File: config.mk
export PLATFORM = sky130hd
export DESIGN_NAME = wmrm_ctrl
export DESIGN_NICKNAME = d
export VERILOG_FILES = /design/src/rtl/core/wmrm_pkg.sv /design/src/rtl/core/wmrm_ctrl.sv
export SDC_FILE = /design/constraint.sdc
export NUM_CORES = 1
export LEC_CHECK = 0
export ABC_AREA = 1
export BUFFER_PORTS_ARGS = -buffer_cell sky130_fd_sc_hd__buf_2
export CORE_ASPECT_RATIO = 0.8
export CORE_MARGIN = 5
export CORE_UTILIZATION = 39
export CTS_BUF_LIST = sky130_fd_sc_hd__clkbuf_16
export DETAILED_ROUTE_END_ITERATION = 8
export GPL_TIMING_DRIVEN = 0
export PLACE_DENSITY = 0.7
export SLEW_MARGIN = 20
export SYNTH_ARGS = -nofsm -noshare
export SYNTH_HDL_FRONTEND = slang
export SYNTH_SLANG_ARGS = --single-unit
File: constraint.sdc
create_clock -name clk_i -period 3.15 [get_ports clk_i]
set_clock_uncertainty 0.05 [all_clocks]
set_input_delay 0.1575 -clock clk_i [delete_from_list [all_inputs] [get_ports clk_i]]
set_output_delay 0.1575 -clock clk_i [all_outputs]
set_load 0.1 [all_outputs]
File: src/rtl/core/wmrm_pkg.sv
// shared types, codes and constants of the windowed message rate monitor
`timescale 1ns / 1ps
package wmrm_pkg;

  // default ring depth
  localparam int unsigned DEF_SAMPLE_DEPTH = 256;

  // field widths
  localparam int unsigned TS_W       = 63;
  localparam int unsigned BYTES_W    = 32;
  localparam int unsigned LAT_W      = 32;
  localparam int unsigned ENTRY_W    = TS_W + BYTES_W + LAT_W;
  localparam int unsigned IN_DATA_W  = 128;
  localparam int unsigned OUT_DATA_W = 408;
  localparam int unsigned OP_W       = 2;
  localparam int unsigned CFG_W      = 16;

  // register reset values and substitutes
  localparam logic [CFG_W-1:0] WINDOW_RST      = 16'd1000;
  localparam logic [CFG_W-1:0] WINDOW_ZERO_SUB = 16'd100;
  localparam logic [CFG_W-1:0] FACTOR_RST      = 16'd512;
  localparam logic [CFG_W-1:0] FACTOR_MIN      = 16'd256;

  // arithmetic constants
  localparam logic [63:0] NS_Q8     = 64'd256000000000;
  localparam logic [63:0] NS_PER_S  = 64'd1000000000;
  localparam logic [35:0] NS_PER_MS = 36'd1000000;
  localparam logic [63:0] MS_PER_S  = 64'd1000;

  // request kinds
  typedef enum logic [OP_W-1:0] {
    OP_ARRIVE = 2'd0,
    OP_QUERY  = 2'd1,
    OP_CLEAR  = 2'd2
  } op_e;

  // configuration register indexes
  typedef enum logic {
    CFG_WINDOW = 1'b0,
    CFG_FACTOR = 1'b1
  } cfg_idx_e;

  // datapath commands
  typedef enum logic [3:0] {
    CMD_NONE,
    CMD_LOAD,
    CMD_ARRIVE,
    CMD_CLEAR,
    CMD_PRUNE_READ,
    CMD_PRUNE_TEST,
    CMD_WALK_START,
    CMD_WALK_READ,
    CMD_WALK_ACC,
    CMD_ARITH_START,
    CMD_ARITH_STORE,
    CMD_OUT
  } cmd_e;

  // arithmetic steps of a query, in order
  typedef enum logic [3:0] {
    SEL_AVG_MUL,
    SEL_AVG_DIV,
    SEL_RMIN_DIV,
    SEL_RMAX_DIV,
    SEL_BW_MUL,
    SEL_BW_DIV,
    SEL_LAVG_DIV,
    SEL_DROP_L,
    SEL_DROP_R
  } sel_e;

  typedef struct packed {
    cmd_e cmd;
    sel_e sel;
  } ctrl_cmd_t;

  typedef struct packed {
    logic ring_empty;
    logic prune_old;
    logic walk_last;
    logic arith_done;
    logic out_free;
  } ctrl_sts_t;

endpackage

File: src/rtl/core/wmrm_ctrl.sv
// controller: sequences arrival, clear and the query walk and arithmetic
`timescale 1ns / 1ps
module wmrm_ctrl (
  input  logic                clk_i,
  input  logic                rst_ni,
  input  logic                in_valid_i,
  input  logic [1:0]          in_op_i,
  output logic                in_ready_o,
  output wmrm_pkg::ctrl_cmd_t cmd_o,
  input  wmrm_pkg::ctrl_sts_t sts_i
);
  import wmrm_pkg::*;

  typedef enum logic [3:0] {
    ST_IDLE,
    ST_ARRIVE,
    ST_CLEAR,
    ST_PRUNE_RD,
    ST_PRUNE_TEST,
    ST_WALK_START,
    ST_WALK_RD,
    ST_WALK_ACC,
    ST_ARITH_GO,
    ST_ARITH_WAIT,
    ST_OUT
  } state_e;

  state_e state_q, state_d;
  sel_e   sel_q, sel_d;

  // next state and command
  always_comb begin
    state_d    = state_q;
    sel_d      = sel_q;
    cmd_o.cmd  = CMD_NONE;
    cmd_o.sel  = sel_q;
    in_ready_o = state_q == ST_IDLE;
    case (state_q)
      ST_IDLE: begin
        sel_d = SEL_AVG_MUL;
        if (in_valid_i) begin
          cmd_o.cmd = CMD_LOAD;
          case (op_e'(in_op_i))
            OP_ARRIVE: state_d = ST_ARRIVE;
            OP_QUERY:  state_d = ST_PRUNE_RD;
            OP_CLEAR:  state_d = ST_CLEAR;
            default:   state_d = ST_IDLE;
          endcase
        end
      end
      ST_ARRIVE: begin
        cmd_o.cmd = CMD_ARRIVE;
        state_d   = ST_IDLE;
      end
      ST_CLEAR: begin
        cmd_o.cmd = CMD_CLEAR;
        state_d   = ST_IDLE;
      end
      ST_PRUNE_RD: begin
        if (sts_i.ring_empty) begin
          state_d = ST_WALK_START;
        end else begin
          cmd_o.cmd = CMD_PRUNE_READ;
          state_d   = ST_PRUNE_TEST;
        end
      end
      ST_PRUNE_TEST: begin
        cmd_o.cmd = CMD_PRUNE_TEST;
        state_d   = sts_i.prune_old ? ST_PRUNE_RD : ST_WALK_START;
      end
      ST_WALK_START: begin
        cmd_o.cmd = CMD_WALK_START;
        state_d   = sts_i.ring_empty ? ST_ARITH_GO : ST_WALK_RD;
      end
      ST_WALK_RD: begin
        cmd_o.cmd = CMD_WALK_READ;
        state_d   = ST_WALK_ACC;
      end
      ST_WALK_ACC: begin
        cmd_o.cmd = CMD_WALK_ACC;
        state_d   = sts_i.walk_last ? ST_ARITH_GO : ST_WALK_RD;
      end
      ST_ARITH_GO: begin
        cmd_o.cmd = CMD_ARITH_START;
        state_d   = ST_ARITH_WAIT;
      end
      ST_ARITH_WAIT: begin
        if (sts_i.arith_done) begin
          cmd_o.cmd = CMD_ARITH_STORE;
          state_d   = ST_ARITH_GO;
          case (sel_q)
            SEL_AVG_MUL:  sel_d = SEL_AVG_DIV;
            SEL_AVG_DIV:  sel_d = SEL_RMIN_DIV;
            SEL_RMIN_DIV: sel_d = SEL_RMAX_DIV;
            SEL_RMAX_DIV: sel_d = SEL_BW_MUL;
            SEL_BW_MUL:   sel_d = SEL_BW_DIV;
            SEL_BW_DIV:   sel_d = SEL_LAVG_DIV;
            SEL_LAVG_DIV: sel_d = SEL_DROP_L;
            SEL_DROP_L:   sel_d = SEL_DROP_R;
            default: begin
              sel_d   = SEL_AVG_MUL;
              state_d = ST_OUT;
            end
          endcase
        end
      end
      ST_OUT: begin
        if (sts_i.out_free) begin
          cmd_o.cmd = CMD_OUT;
          state_d   = ST_IDLE;
        end
      end
      default: state_d = ST_IDLE;
    endcase
  end

  // state and step registers
  always_ff @(posedge clk_i or negedge rst_ni) begin
    if (!rst_ni) begin
      state_q <= ST_IDLE;
      sel_q   <= SEL_AVG_MUL;
    end else begin
      state_q <= state_d;
      sel_q   <= sel_d;
    end
  end

endmodule

==> impl_metrics.py <==
metrics = {
    "timing": {
        "max_freq_mhz": 502,
        "finalSetupViolCount": 0,
        "rsz0062_at_grt": "false",
        "fin_ws_ps": 1160,
        "min_period_over_period": 0.632,
        "slew_headroom": 0.678,
        "tns_ps": 0,
        "drv_slew": 0,
        "tightest_slew_ps": 486,
        "hold_viol_final": 0,
        "layout_min_cycle_time_ps": 1990,
    },
    "layout": {
        "seq_area_sq_um": 200,
        "fillers": 159,
        "multi_input_comb_area_sq_um": 380,
        "drive_gt1_frac": 0.244,
        "antenna_cells": 0,
        "area_delta_synth_final_pct": 30.9,
        "final_nets": 145,
    },
    "clocking": {
        "cts_root_buffer": "clkbuf_16",
        "clock_latency_ps": 230,
        "post_cts_buffers": 0,
        "htree_levels": 1,
        "numCtsBuffers": 3,
        "clock_path_buffers": 2,
        "cts_tree": "yes",
        "clock-sinks": 8,
        "path_clk_slew_ps": 40,
    },
    "route": {
        "drc": 0,
        "drt_iter0_drc": 24,
        "first_pass_iters": 4,
        "avgViaCountPerCell": 4.71,
        "vias": 721,
        "drt_wl_total_um": 1580,
        "wire_per_inst_um": 10.3,
        "postRouteAntennaNets": 0,
    },
    "die": {
        "die_h_um": 46.7,
        "die_w_um": 55.8,
        "rows": 13,
        "core_area_sq_um": 1610,
        "dieArea_sq_um": 2610,
        "start_util": 0.407,
        "io_pins": 19,
    },
    "synth": {
        "synth.top_cells.by_area": "dfrtp_1, nand2_1, inv_1",
        "synth_top_area_cell": "dfrtp_1",
        "netlist_area_sq_um": 656,
        "yosys_warnings": 0,
        "synth_top_cell_area_share": 0.305,
        "synth.net_count": 121,
        "synthCells": 109,
        "ys_types": 15,
        "syn_area_per_cell_sq_um": 6.01,
        "seq_area_frac_synth": 0.305,
        "ys_ff_latch": 8,
    },
    "hold_path": {
        "min_path_cells": 2,
        "min_from": "sts_i[3]",
        "hold_path_class": "primary input to flop",
        "whs_endpoint": "state_q[2]",
    },
    "placement": {
        "port_buffers": 18,
        "gp_congestion": 0.866,
        "dp.final_hpwl_um": 1320,
        "pre_cts_slack_ps": 1400,
    },
    "setup_path": {
        "critPathLaunchType": "flop",
        "path_max_fanout": 7,
        "cp_data_required_time_ps": 2940,
        "timing.rr.start": "state_q[0]",
        "rr_worst_depth": 6,
        "critPathArrivalTime_ps": 1780,
        "worstSetupPathType": "flop to output pin",
        "end_kind": "output pin",
        "r2r_slack_ps": 1760,
        "r2r-end": "state_q[3]",
    },
    "grt": {
        "grt_pass1_vias": 644,
        "overflow": 0,
        "grt_pass1_wl_um": 2600,
        "antenna_found_initial": 0,
        "grtUsageTotal": 0.136,
        "grt_start_max_net_pins": 9,
    },
    "status": {
        "status": "finished clean",
    },
    "run": {
        "drv_cap": 0,
    },
}
==> layout make-up <==
| class | instances | share of cell area |
|---|---|---|
| clock buffers | 3 | 0.0875 |
| repair buffers | 19 | 0.117 |
| flip-flops and latches | 8 | 0.233 |
| multi-input cells | 81 | 0.443 |
| well taps | 22 | 0.0321 |
| inverters | 20 | 0.0875 |
==> critical path: stages (launching register included) <==
cell	delay (ps)
dfrtp_1	450
inv_2	90
nand2_2	60
nor2_2	190
nand2_2	110
nand2_1	100
inv_1	50
o21ai_1	60
buf_2	430
==> logic make-up after synthesis <==
family	Yosys count	share of synthesized area
AND/OR/NAND/NOR	66	0.435
buffers and inverters	20	0.115
AO/OA/AOI/OAI	13	0.107
flip-flops	8	0.305
adder cells (fa/ha/maj)	2	0.0382
==> sequential cells by signal, indices dropped and copies added, names as in the netlist <==
signal   flops
sel_q        4
state_q      4
==> worst max path at each step <==
stage / from / slack, ps / to / cells after the start
global route: state_q[1] / 1050 / cmd_o[5] / 8
floorplan: state_q[2] / 770 / cmd_o[6] / 5
finish: state_q[1] / 1160 / cmd_o[5] / 8
CTS: state_q[1] / 1150 / cmd_o[5] / 8
global placement: state_q[1] / 1410 / cmd_o[5] / 8
detailed placement: state_q[1] / 1400 / cmd_o[5] / 8
==> timing repair <==
item                      in CTS  in global routing
hold buffers                   1                  0
hold endpoints to repair       8                  0
resized for setup              0                  0
==> synth_stat cells <==
master / n
nand2_1: 35
inv_1: 16
nor2_1: 14
nand3_1: 9
dfrtp_1: 8
o21ai_1: 6
a21oi_1: 4
inv_2: 4
nand2_2: 3
nor2_2: 3
ha_1: 2
o211ai_1: 2
nand2_4: 1
nand3b_1: 1
o21ai_0: 1
==> routing by layer <==
metal | part of all wire | GRT usage
met1 | 0.46 | 0.173
met2 | 0.45 | 0.215
met3 | 0.078 | 0.0532
met4 | 0.0051 | 0.0427
met5 | 0 | 0
==> per-stage QoR <==
stage | instance area (sq um) | utilization | cells | hold WS (ps)
6_report | 858 | 0.533 | 153 | 118
5_1_grt | 858 | 0.533 | 153 | 130
4_1_cts | 858 | 0.533 | 153 | 117
3_5_place_dp | 773 | 0.480 | 149 | -46.1
3_3_place_gp | 773 | 0.480 | 149 | -45.6
2_1_floorplan | 656 | - | 109 | -188
==> placed cells by master, fill, tap and decap left out, types with 4 or more instances in the layout <==
| cell type | count |
|---|---|
| nand2_1 | 35 |
| buf_2 | 18 |
| inv_1 | 16 |
| nor2_1 | 14 |
| nand3_1 | 9 |
| dfrtp_1 | 8 |
| o21ai_1 | 6 |
| inv_2 | 4 |
| a21oi_1 | 4 |
Power is left out: the tool's default activity adds up to more than one toggle a clock period on the data nets, which glitch-free logic cannot reach.
